==> config.mk <==
export PLATFORM = sky130hd
export DESIGN_NAME = timed_event_sequencer_flat
export DESIGN_NICKNAME = d
export VERILOG_FILES = /design/src/rtl/core/tes_pkg.sv /design/src/rtl/core/tes_if.sv /design/src/rtl/core/tes_ctrl.sv /design/src/rtl/core/tes_datapath.sv /design/src/rtl/core/timed_event_sequencer.sv /design/src/flat_wrapper.sv
export SDC_FILE = /design/constraint.sdc
export NUM_CORES = 2
export LEC_CHECK = 0
export BUFFER_PORTS_ARGS = -buffer_cell sky130_fd_sc_hd__buf_2
export CAP_MARGIN = 20
export CORE_MARGIN = 2
export CORE_UTILIZATION = 55
export CTS_CLUSTER_SIZE = 14
export DETAILED_ROUTE_END_ITERATION = 12
export PLACE_DENSITY = 0.69
export SETUP_SLACK_MARGIN = 0.4
export SLEW_MARGIN = 20
export SYNTH_ARGS = -nofsm -noshare
export SYNTH_HDL_FRONTEND = slang
export SYNTH_HIERARCHICAL = 1
export SYNTH_SLANG_ARGS = --single-unit
==> constraint.sdc <==
create_clock -name clk_i -period 29.1 [get_ports clk_i]
set_clock_uncertainty 0.2 [all_clocks]
set_input_delay 5.82 -clock clk_i [delete_from_list [all_inputs] [get_ports clk_i]]
set_output_delay 5.82 -clock clk_i [all_outputs]
set_load 0.01 [all_outputs]
==> src/rtl/core/tes_pkg.sv <==
// timed event sequencer: shared types and constants
// no dependencies; compiled first
`default_nettype none

package tes_pkg;

  typedef enum logic [1:0] {
    REQ_TICK   = 2'd0,
    REQ_APPEND = 2'd1,
    REQ_START  = 2'd2,
    REQ_PAUSE  = 2'd3
  } req_e;

  typedef enum logic {
    ST_IDLE = 1'b0,
    ST_EVAL = 1'b1
  } state_e;

  typedef struct packed {
    logic [31:0]        id;
    logic [3:0]         code;
    logic signed [15:0] data;
  } event_t;

  typedef struct packed {
    logic latch;
    logic commit;
  } ctrl_cmd_t;

  typedef struct packed {
    logic raise;
    logic out_busy;
  } dp_status_t;

endpackage

`default_nettype wire

==> src/rtl/core/tes_if.sv <==
// timed event sequencer: request, event and config channel interfaces
// no dependencies
`default_nettype none

interface tes_req_if;
  logic               valid;
  logic               ready;
  logic [1:0]         req_type;
  logic [3:0]         entry_index;
  logic [31:0]        event_id;
  logic [3:0]         event_type;
  logic signed [15:0] event_data;
  logic [31:0]        delay_ms;
  logic               pause_on;

  modport source (
    output valid, req_type, entry_index, event_id, event_type, event_data, delay_ms,
           pause_on,
    input  ready
  );
  modport sink (
    input  valid, req_type, entry_index, event_id, event_type, event_data, delay_ms,
           pause_on,
    output ready
  );
endinterface

interface tes_evt_if;
  logic               valid;
  logic               ready;
  logic [31:0]        out_id;
  logic [3:0]         out_type;
  logic signed [15:0] out_data;
  logic [3:0]         out_index;

  modport source (output valid, out_id, out_type, out_data, out_index, input ready);
  modport sink   (input  valid, out_id, out_type, out_data, out_index, output ready);
endinterface

interface tes_cfg_if;
  logic valid;
  logic ready;
  logic perpetual;

  modport source (output valid, perpetual, input ready);
  modport sink   (input  valid, perpetual, output ready);
endinterface

`default_nettype wire

==> src/rtl/core/tes_ctrl.sv <==
// timed event sequencer: controller state machine
// depends on tes_pkg
`default_nettype none

module tes_ctrl (
  input  wire                    clk_i,
  input  wire                    rst_ni,
  input  wire                    in_valid_i,
  input  tes_pkg::dp_status_t    status_i,
  output logic                   in_ready_o,
  output tes_pkg::ctrl_cmd_t     cmd_o
);
  import tes_pkg::*;

  state_e state_q, state_d;
  logic   stall;

  // a raise has to wait while the result register still holds an untaken beat
  assign stall = status_i.raise && status_i.out_busy;

  always_comb begin
    state_d = state_q;
    unique case (state_q)
      ST_IDLE: if (in_valid_i) state_d = ST_EVAL;
      ST_EVAL: if (!stall) state_d = ST_IDLE;
      default: state_d = ST_IDLE;
    endcase
  end

  always_comb begin
    in_ready_o   = 1'b0;
    cmd_o.latch  = 1'b0;
    cmd_o.commit = 1'b0;
    unique case (state_q)
      ST_IDLE: begin
        in_ready_o  = 1'b1;
        cmd_o.latch = in_valid_i;
      end
      ST_EVAL: cmd_o.commit = !stall;
      default: ;
    endcase
  end

  always_ff @(posedge clk_i or negedge rst_ni) begin
    if (!rst_ni) begin
      state_q <= ST_IDLE;
    end else begin
      state_q <= state_d;
    end
  end

endmodule

`default_nettype wire

==> src/rtl/core/tes_datapath.sv <==
// timed event sequencer: event table memories, sequence state, result register
// depends on tes_pkg
`default_nettype none

module tes_datapath #(
  parameter int MAX_EVENTS = 16
) (
  input  wire                   clk_i,
  input  wire                   rst_ni,
  input  tes_pkg::ctrl_cmd_t    cmd_i,
  output tes_pkg::dp_status_t   status_o,
  input  wire [1:0]             req_type_i,
  input  wire [3:0]             entry_index_i,
  input  wire [31:0]            event_id_i,
  input  wire [3:0]             event_type_i,
  input  wire signed [15:0]     event_data_i,
  input  wire [31:0]            delay_ms_i,
  input  wire                   pause_on_i,
  input  wire                   cfg_we_i,
  input  wire                   cfg_perpetual_i,
  output logic                  out_valid_o,
  input  wire                   out_ready_i,
  output logic [31:0]           out_id_o,
  output logic [3:0]            out_type_o,
  output logic signed [15:0]    out_data_o,
  output logic [3:0]            out_index_o
);
  import tes_pkg::*;

  localparam int IW = $clog2(MAX_EVENTS);
  localparam int CW = $clog2(MAX_EVENTS + 1);

  // event table
  event_t      ev_mem  [MAX_EVENTS];
  logic [31:0] dly_mem [MAX_EVENTS];
  event_t      ev_rd_q;
  logic [31:0] dly_rd_q;

  // latched request
  req_e        req_q;
  logic [3:0]  idx_q;
  event_t      ent_q;
  logic [31:0] dly_q;
  logic        pause_q;

  // sequence state
  logic [CW-1:0] count_q;
  logic [IW-1:0] cur_q;
  logic [31:0]   elapsed_q;
  logic          running_q;
  logic          paused_q;
  logic          perpetual_q;

  // result register
  logic          out_valid_q;
  event_t        out_ev_q;
  logic [3:0]    out_idx_q;

  logic [CW-1:0]   cur_inc;
  logic            last_c;
  logic            cur_bad;
  logic [IW-1:0]   nxt_c;
  logic [IW+3:0]   in_idx_wide;
  logic [IW+3:0]   q_idx_wide;
  logic [IW-1:0]   rd_addr;
  logic [CW+3:0]   count_wide;
  logic [CW+3:0]   start_wide;
  logic            start_ok;
  logic            full;
  logic [31:0]     el_inc;
  logic            due;
  logic            raise_c;
  logic [IW-1:0]   raise_idx;
  logic [IW+3:0]   raise_wide;
  logic            tick_live;

  assign cur_inc     = CW'(cur_q) + CW'(1);
  assign last_c      = cur_inc >= count_q;
  assign cur_bad     = CW'(cur_q) >= count_q;
  assign nxt_c       = last_c ? '0 : cur_inc[IW-1:0];
  assign in_idx_wide = {{IW{1'b0}}, entry_index_i};
  assign q_idx_wide  = {{IW{1'b0}}, idx_q};
  assign rd_addr     = (req_e'(req_type_i) == REQ_START) ? in_idx_wide[IW-1:0] : nxt_c;
  assign count_wide  = {4'b0000, count_q};
  assign start_wide  = {{CW{1'b0}}, idx_q};
  assign start_ok    = start_wide < count_wide;
  assign full        = count_q >= CW'(MAX_EVENTS);
  assign el_inc      = (&elapsed_q) ? elapsed_q : elapsed_q + 32'd1;
  assign due         = el_inc >= dly_rd_q;
  assign tick_live   = running_q && !paused_q;

  always_comb begin
    raise_c   = 1'b0;
    raise_idx = nxt_c;
    case (req_q)
      REQ_TICK: raise_c = tick_live && !cur_bad && due && (!last_c || perpetual_q);
      REQ_START: begin
        raise_c   = start_ok;
        raise_idx = q_idx_wide[IW-1:0];
      end
      default: ;
    endcase
  end

  assign raise_wide = {4'b0000, raise_idx};

  assign status_o.raise    = raise_c;
  assign status_o.out_busy = out_valid_q && !out_ready_i;

  // table write and registered reads
  always_ff @(posedge clk_i) begin
    if (cmd_i.latch) begin
      ev_rd_q  <= ev_mem[rd_addr];
      dly_rd_q <= dly_mem[cur_q];
    end
    if (cmd_i.commit && req_q == REQ_APPEND && !full) begin
      ev_mem[count_q[IW-1:0]]  <= ent_q;
      dly_mem[count_q[IW-1:0]] <= dly_q;
    end
  end

  // request payload, and the raised event payload on commit
  always_ff @(posedge clk_i) begin
    if (cmd_i.latch) begin
      idx_q     <= entry_index_i;
      ent_q.id   <= event_id_i;
      ent_q.code <= event_type_i;
      ent_q.data <= event_data_i;
      dly_q     <= delay_ms_i;
      pause_q   <= pause_on_i;
    end
    if (cmd_i.commit && raise_c) begin
      out_ev_q  <= ev_rd_q;
      out_idx_q <= raise_wide[3:0];
    end
  end

  always_ff @(posedge clk_i or negedge rst_ni) begin
    if (!rst_ni) begin
      req_q       <= REQ_TICK;
      count_q     <= '0;
      cur_q       <= '0;
      elapsed_q   <= '0;
      running_q   <= 1'b0;
      paused_q    <= 1'b0;
      perpetual_q <= 1'b0;
      out_valid_q <= 1'b0;
    end else begin
      if (cfg_we_i) perpetual_q <= cfg_perpetual_i;
      if (cmd_i.latch) req_q <= req_e'(req_type_i);
      if (out_ready_i) out_valid_q <= 1'b0;
      if (cmd_i.commit) begin
        if (raise_c) begin
          cur_q       <= raise_idx;
          elapsed_q   <= '0;
          running_q   <= 1'b1;
          out_valid_q <= 1'b1;
        end else begin
          case (req_q)
            REQ_TICK: begin
              if (tick_live) begin
                if (cur_bad) begin
                  running_q <= 1'b0;
                end else begin
                  elapsed_q <= el_inc;
                  if (due && last_c && !perpetual_q) running_q <= 1'b0;
                end
              end
            end
            REQ_APPEND: if (!full) count_q <= count_q + CW'(1);
            REQ_PAUSE:  paused_q <= pause_q;
            default: ;
          endcase
        end
      end
    end
  end

  assign out_valid_o = out_valid_q;
  assign out_id_o    = out_ev_q.id;
  assign out_type_o  = out_ev_q.code;
  assign out_data_o  = out_ev_q.data;
  assign out_index_o = out_idx_q;

endmodule

`default_nettype wire

==> src/rtl/core/timed_event_sequencer.sv <==
// timed event sequencer top level: controller, datapath and channel ports
// order: a request beat is accepted, the next cycle evaluates it; a raised event is
// presented in the result register when evaluation commits; a new beat is taken only
// after the last one is evaluated, with the registered table read between accept and
// evaluate; evaluation holds while a raised event meets an untaken result beat
// reset: asynchronous active low; table contents are left as they are, counters clear
`default_nettype none

module timed_event_sequencer #(
  parameter int MAX_EVENTS = 16
) (
  input  wire       clk_i,
  input  wire       rst_ni,
  tes_req_if.sink   req_i,
  tes_evt_if.source evt_o,
  tes_cfg_if.sink   cfg_i
);
  import tes_pkg::*;

  ctrl_cmd_t  cmd;
  dp_status_t status;

  // config register takes a write in any cycle
  assign cfg_i.ready = 1'b1;

  // controller: idle takes a request beat, evaluate commits it once the result
  // register can take a raised event
  tes_ctrl u_ctrl (
    .clk_i      (clk_i),
    .rst_ni     (rst_ni),
    .in_valid_i (req_i.valid),
    .status_i   (status),
    .in_ready_o (req_i.ready),
    .cmd_o      (cmd)
  );

  // datapath: event table, elapsed tick counter, running and pause flags,
  // and the output register for raised events
  tes_datapath #(
    .MAX_EVENTS (MAX_EVENTS)
  ) u_datapath (
    .clk_i           (clk_i),
    .rst_ni          (rst_ni),
    .cmd_i           (cmd),
    .status_o        (status),
    .req_type_i      (req_i.req_type),
    .entry_index_i   (req_i.entry_index),
    .event_id_i      (req_i.event_id),
    .event_type_i    (req_i.event_type),
    .event_data_i    (req_i.event_data),
    .delay_ms_i      (req_i.delay_ms),
    .pause_on_i      (req_i.pause_on),
    .cfg_we_i        (cfg_i.valid),
    .cfg_perpetual_i (cfg_i.perpetual),
    .out_valid_o     (evt_o.valid),
    .out_ready_i     (evt_o.ready),
    .out_id_o        (evt_o.out_id),
    .out_type_o      (evt_o.out_type),
    .out_data_o      (evt_o.out_data),
    .out_index_o     (evt_o.out_index)
  );

endmodule

`default_nettype wire

==> src/flat_wrapper.sv <==
// flat-port wrapper written by rule: the top's interface ports become plain ports
module timed_event_sequencer_flat import tes_pkg::*;
#(
  parameter int MAX_EVENTS = 16
)
  (clk_i, rst_ni, req_i_valid, req_i_req_type, req_i_entry_index, req_i_event_id, req_i_event_type, req_i_event_data, req_i_delay_ms, req_i_pause_on, req_i_ready, evt_o_valid, evt_o_out_id, evt_o_out_type, evt_o_out_data, evt_o_out_index, evt_o_ready, cfg_i_valid, cfg_i_perpetual, cfg_i_ready);
  tes_req_if req_i_i ();
  tes_evt_if evt_o_i ();
  tes_cfg_if cfg_i_i ();
  input  wire clk_i;
  input  wire rst_ni;
  input wire logic [$bits(req_i_i.valid)-1:0] req_i_valid;
  input wire logic [$bits(req_i_i.req_type)-1:0] req_i_req_type;
  input wire logic [$bits(req_i_i.entry_index)-1:0] req_i_entry_index;
  input wire logic [$bits(req_i_i.event_id)-1:0] req_i_event_id;
  input wire logic [$bits(req_i_i.event_type)-1:0] req_i_event_type;
  input wire logic [$bits(req_i_i.event_data)-1:0] req_i_event_data;
  input wire logic [$bits(req_i_i.delay_ms)-1:0] req_i_delay_ms;
  input wire logic [$bits(req_i_i.pause_on)-1:0] req_i_pause_on;
  output wire logic [$bits(req_i_i.ready)-1:0] req_i_ready;
  output wire logic [$bits(evt_o_i.valid)-1:0] evt_o_valid;
  output wire logic [$bits(evt_o_i.out_id)-1:0] evt_o_out_id;
  output wire logic [$bits(evt_o_i.out_type)-1:0] evt_o_out_type;
  output wire logic [$bits(evt_o_i.out_data)-1:0] evt_o_out_data;
  output wire logic [$bits(evt_o_i.out_index)-1:0] evt_o_out_index;
  input wire logic [$bits(evt_o_i.ready)-1:0] evt_o_ready;
  input wire logic [$bits(cfg_i_i.valid)-1:0] cfg_i_valid;
  input wire logic [$bits(cfg_i_i.perpetual)-1:0] cfg_i_perpetual;
  output wire logic [$bits(cfg_i_i.ready)-1:0] cfg_i_ready;
  assign req_i_i.valid = req_i_valid;
  assign req_i_i.req_type = req_i_req_type;
  assign req_i_i.entry_index = req_i_entry_index;
  assign req_i_i.event_id = req_i_event_id;
  assign req_i_i.event_type = req_i_event_type;
  assign req_i_i.event_data = req_i_event_data;
  assign req_i_i.delay_ms = req_i_delay_ms;
  assign req_i_i.pause_on = req_i_pause_on;
  assign req_i_ready = req_i_i.ready;
  assign evt_o_valid = evt_o_i.valid;
  assign evt_o_out_id = evt_o_i.out_id;
  assign evt_o_out_type = evt_o_i.out_type;
  assign evt_o_out_data = evt_o_i.out_data;
  assign evt_o_out_index = evt_o_i.out_index;
  assign evt_o_i.ready = evt_o_ready;
  assign cfg_i_i.valid = cfg_i_valid;
  assign cfg_i_i.perpetual = cfg_i_perpetual;
  assign cfg_i_ready = cfg_i_i.ready;
  timed_event_sequencer #(.MAX_EVENTS(MAX_EVENTS)) u_core (.clk_i(clk_i), .rst_ni(rst_ni), .req_i(req_i_i), .evt_o(evt_o_i), .cfg_i(cfg_i_i));
endmodule
After elaboration in Yosys (flattened, before gate mapping)
Memory sizes are Yosys's and may differ from the RTL's. A register that Yosys moved wholly into a read port is not among the register bits.
Cells that the tools add are included.

storage, ports and cells
  output and inout port bits = 59
  register bits = 193
  memory bits (writable) = 1344
  input port bits = 97
  memories kept = 2

operators by class
  bitwise gates (word level) = 3
  order comparisons = 5
  add/sub/neg operators = 3
  reduce and logical (&&, ||, !) cells = 29
  equality and inequality tests = 5
  multiplexer cells = 25

memory list
  name                       depth  width  read ports  clocked after Yosys merged registers in  wr ports  RTL line            RTL
  u_core.u_datapath.ev_mem   16     52     1           1                                        1         tes_datapath.sv:34  event_t ev_mem [MAX_EVENTS];
  u_core.u_datapath.dly_mem  16     32     1           1                                        1         tes_datapath.sv:35  logic [31:0] dly_mem [MAX_EVENTS];

operators with widths
  operator                 count
  $mux W32                 5
  $add A32 B1 Y32 const B  1
  $ge A32 B32 Y1           1
  $reduce_and A32 Y1       1
  $mux W1                  15
  $mux W4                  3
  $reduce_and A4 Y1        3
  $logic_and A1 B1 Y1      11
  $logic_not A1 Y1         7
  $eq A2 B2 Y1 const B     3
  $add A4 B1 Y5 const B    1
  $add A5 B1 Y5 const B    1
  $ge A4 B5 Y1             1
  $ge A5 B5 Y1             1
  $ge A5 B5 Y1 const B     1
  $lt A4 B5 Y1             1
  $pmux W1 S2              2
  $reduce_bool A2 Y1       2
  $not A1 Y1               3
  $reduce_and A3 Y1        1
  $reduce_bool A3 Y1       1
  $eq A2 B1 Y1 const B     1
  $logic_not A2 Y1         1
  $ne A2 B1 Y1 const B     1
  other kinds (2)          2

Depth between registers and ports, before layout
  depth after elaboration = 13
  mapped depth = 22
  depth with buffers taken out = 19

Cells and area by module
The synthesis kept the hierarchy.

by module, submodules not included
  module                 seq. area each (um^2)  cells an instance  times used  area an instance (um^2)
  tes_datapath           48411.4                3061               1           61621.6
  tes_ctrl               25.0                   5                  1           51.3
  timed_event_sequencer  0.0                    2                  1           11.3

Least setup slack after synthesis
OpenSTA, ideal clock, no wires.

  kind = input-to-reg
  from = input port evt_o_ready
  to = memory u_core.u_datapath.dly_mem[3][0] (enable)
  slack = 15.501 ns
  data arrival time = 12.770 ns
  buffers on the path = 0
  stages on the path = 6
  setup time = 0.629 ns
  path through = nor2b_1 > a21oi_1 > nand2_1 > nor3_1 > nand2_1 > nor3_1

RTL lines
  item             RTL line            RTL
  start, declared  flat_wrapper.sv:26  input wire logic [$bits(evt_o_i.ready)-1:0] evt_o_ready;
  end, declared    tes_datapath.sv:35

==> results.yml <==
timing:
  fin_crit_ps: 9440
  rsz0062_at_grt: "no"
  post-route-period-util: 0.324
  report.final.setup_viol: 0
  slew_viol_final: 0
  max_freq_mhz: 106
  whs_ps: 219
  fin_tns_setup_ps: 0
  slew_headroom: 0.227
  worst_slew_pin_slew_ps: 1160
  final-hold-violation-count: 0
logic_synthesis:
  synth.area.top_cells: "edfxtp_1 77%, mux2i_1 6.8%, mux4_2 5.8%"
  synth.net_count: 3215
  yosys_warnings: 6
  synth_commonest_cells: "1573 x edfxtp_1, 416 x mux2i_1, 208 x o22ai_1"
  syn-cell-area_mm2: 0.0617
  syn_inst: 3068
  postSynth.asyncResetShare: 0.0296
  yosysTopAreaCell: "edfxtp_1"
  ys.flop_type: "edfxtp_1"
  synth-edff-count: 1573
  yosysSeqAreaShare: 0.785
  synth_top_cell_area_share: 0.766
  avgSynthCellArea_um2: 20.1
  synth_cell_types: 66
  synthMostInstantiatedCell: "edfxtp_1"
  ys_seq_elements: 1621
floorplan:
  die_w_um: 339
  dieHeight_um: 339
  rows: 122
  core_area_mm2: 0.111
  initial_core_util: 0.556
  fp.dieArea_mm2: 0.115
  io_pins: 156
finish:
  diodes: 0
  seqCellArea_mm2: 0.0484
  drive_gt1_frac: 0.186
  multi_input_area_mm2: 0.0125
  n_fill_cell: 7570
  fin_nets: 3449
  area_delta_synth_final_pct: 12.4
  final_util: 0.625
detailed_routing:
  vias: 30800
  via_per_inst: 6.26
  wl_um: 139000
  drcViolationCount: 0
  post_drt_wl_per_cell_um: 28.3
  drt-initial-drc-count: 3142
  ant_nets: 0
  firstDrtPassIters: 5
clock_network:
  cts_tree: "built"
  post-cts-setup-buffers: 0
  numCtsBuffers: 160
  clock-sinks: 1621
  htreeDepth: 4
  clk_path_buf_depth: 3
  insertion_delay_ps: 770
  clock-root-buffer: "clkbuf_16"
  cts_resized: 0
  clkTransAtPathRegs_ps: 60
  cts_hold_buf: 0
critical_path:
  crit_arrival_ps: 9610
  endpoint_kind: "flop"
  worstPathMaxFanout: 46
  critPathLaunchType: "primary input"
  ff2ff_setup_slack_ps: 20210
  required_ps: 29280
  crit_type: "primary input to flop"
grt:
  grt_antenna_before_repair: 7
  grt_use_total: 0.243
  grt_overflow: 0
  first_global_vias: 31600
  grt_pass1_wl_um: 206000
  grt_max_degree: 153
flow_run:
  maxCapViolations: 0
power_and_ir_drop:
  peakVddDrop_uv: 138
  power_density_mw_per_mm2: 86.9
  leakage_uw: 0.0235
min_path:
  worstHoldPathType: "flop to flop"
placement:
  hpwl_um: 69100
  port_buffers: 154
  finalWeightedCongestion: 0.830
outcome:
  outcome: "complete, no violations"
## path summary, 6_finish.rpt
| path | startpoint | end | depth (start not counted) |
|---|---|---|---|
| max in group asynchronous | rst_ni | u_core/u_datapath/cur_q[0]$_DFFE_PN0P_ | 2 |
| min | u_core/u_datapath/ev_rd_q[29]$_DFFE_PP_ | u_core/u_datapath/out_id_o[9]$_DFFE_PP_ | 0 |
| max | evt_o_ready | u_core/u_datapath/ev_mem[15][11]$_DFFE_PP_ | 9 |
| max reg2reg | u_core/u_datapath/cur_q[0]$_DFFE_PN0P_ | u_core/u_datapath/ev_mem[15][11]$_DFFE_PP_ | 19 |
| min in group asynchronous | rst_ni | u_core/u_datapath/elapsed_q[26]$_DFFE_PN0P_ | 2 |
| min reg2reg | u_core/u_datapath/ev_rd_q[29]$_DFFE_PP_ | u_core/u_datapath/out_id_o[9]$_DFFE_PP_ | 0 |
## registers in the layout, summed over array words and instances (netlist names), 4 cells and up
register	flops
u_core/u_datapath/count_q	5
u_core/u_datapath/cur_q	4
u_core/u_datapath/dly_mem	512
u_core/u_datapath/dly_q	32
u_core/u_datapath/dly_rd_q	32
u_core/u_datapath/elapsed_q	32
u_core/u_datapath/ent_q	52
u_core/u_datapath/ev_mem	832
u_core/u_datapath/ev_rd_q	52
u_core/u_datapath/idx_q	4
u_core/u_datapath/out_data_o	16
u_core/u_datapath/out_id_o	32
u_core/u_datapath/out_index_o	4
u_core/u_datapath/out_type_o	4
## area by class of cell
cell class | instances | share of cell area
sequential | 1621 | 0.699
multi-input combinational | 1248 | 0.181
clock buffer | 205 | 0.0602
tap | 1488 | 0.0269
timing repair buffer | 213 | 0.0190
clock inverter | 87 | 0.0113
inverter | 58 | 0.00316
## cell usage in the layout (no fill, tap or decap), drive strengths merged, types with 8 or more instances in the layout
cell / synthesis / layout
xnor2: 25 / 25
nor2: 24 / 24
nand2: 42 / 42
edfxtp: 1573 / 1573
xor2: 11 / 11
ha: 50 / 50
a21o: 12 / 12
or4: 53 / 53
mux2: 8 / 8
dfrtp: 48 / 48
o22ai: 208 / 208
buf: 77 / 213
inv: 58 / 64
nor3: 15 / 15
a21oi: 30 / 30
mux4: 160 / 160
clkbuf: 64 / 205
nand2b: 8 / 8
nand4: 15 / 15
mux2i: 416 / 416
a22o: 9 / 9
nand3: 24 / 24
clkinv: 0 / 69
and3: 13 / 13
or3: 15 / 15
o21ai: 41 / 41
## cells by family after synthesis
logic type / count (synthesis) / synth area share
compound gates: 336 / 0.0348
fa+ha+maj: 50 / 0.0101
other cells: 1 / 0.0000608
mux: 584 / 0.127
simple gates: 241 / 0.0227
flops: 1621 / 0.785
buf+inv: 199 / 0.0145
xor+xnor: 36 / 0.00511
## power by group
part	internal [uW]	leakage [uW]	switching [uW]	total, uW
registers	2690	0.0149	98.4	2790
clock network	1090	0.00240	861	1950
logic	592	0.00628	693	1290
total	4370	0.0235	1650	6020
## worst max-delay path, cell delays in order
cell and delay [ps]:
buf_2 70, nor2b_1 60, a21oi_1 530, nand2_1 140
nor3_1 720, nand2_1 480, nor2_4 200, buf_4 670
buf_4 850
## through the flow
stage	power (uW)	cells	setup WS [ps]	area [um^2]
2_1_floorplan	3760	3068	15500	61700
3_3_place_gp	4090	4626	19080	64300
3_5_place_dp	4120	4627	19020	64400
4_1_cts	6060	4919	19810	69300
5_1_grt	6240	4920	19480	69300
6_report	6020	4920	19660	69300
## metal layers
| layer | vias up | share of wire | GRT usage |
|---|---|---|---|
| li1 | 13100 | - | - |
| met1 | 16100 | 0.41 | 0.342 |
| met2 | 1421 | 0.49 | 0.393 |
| met3 | 248 | 0.078 | 0.0416 |
| met4 | 6 | 0.025 | 0.0744 |
| met5 | - | 0.00025 | 0 |
Power figures use the tool's default switching activity.
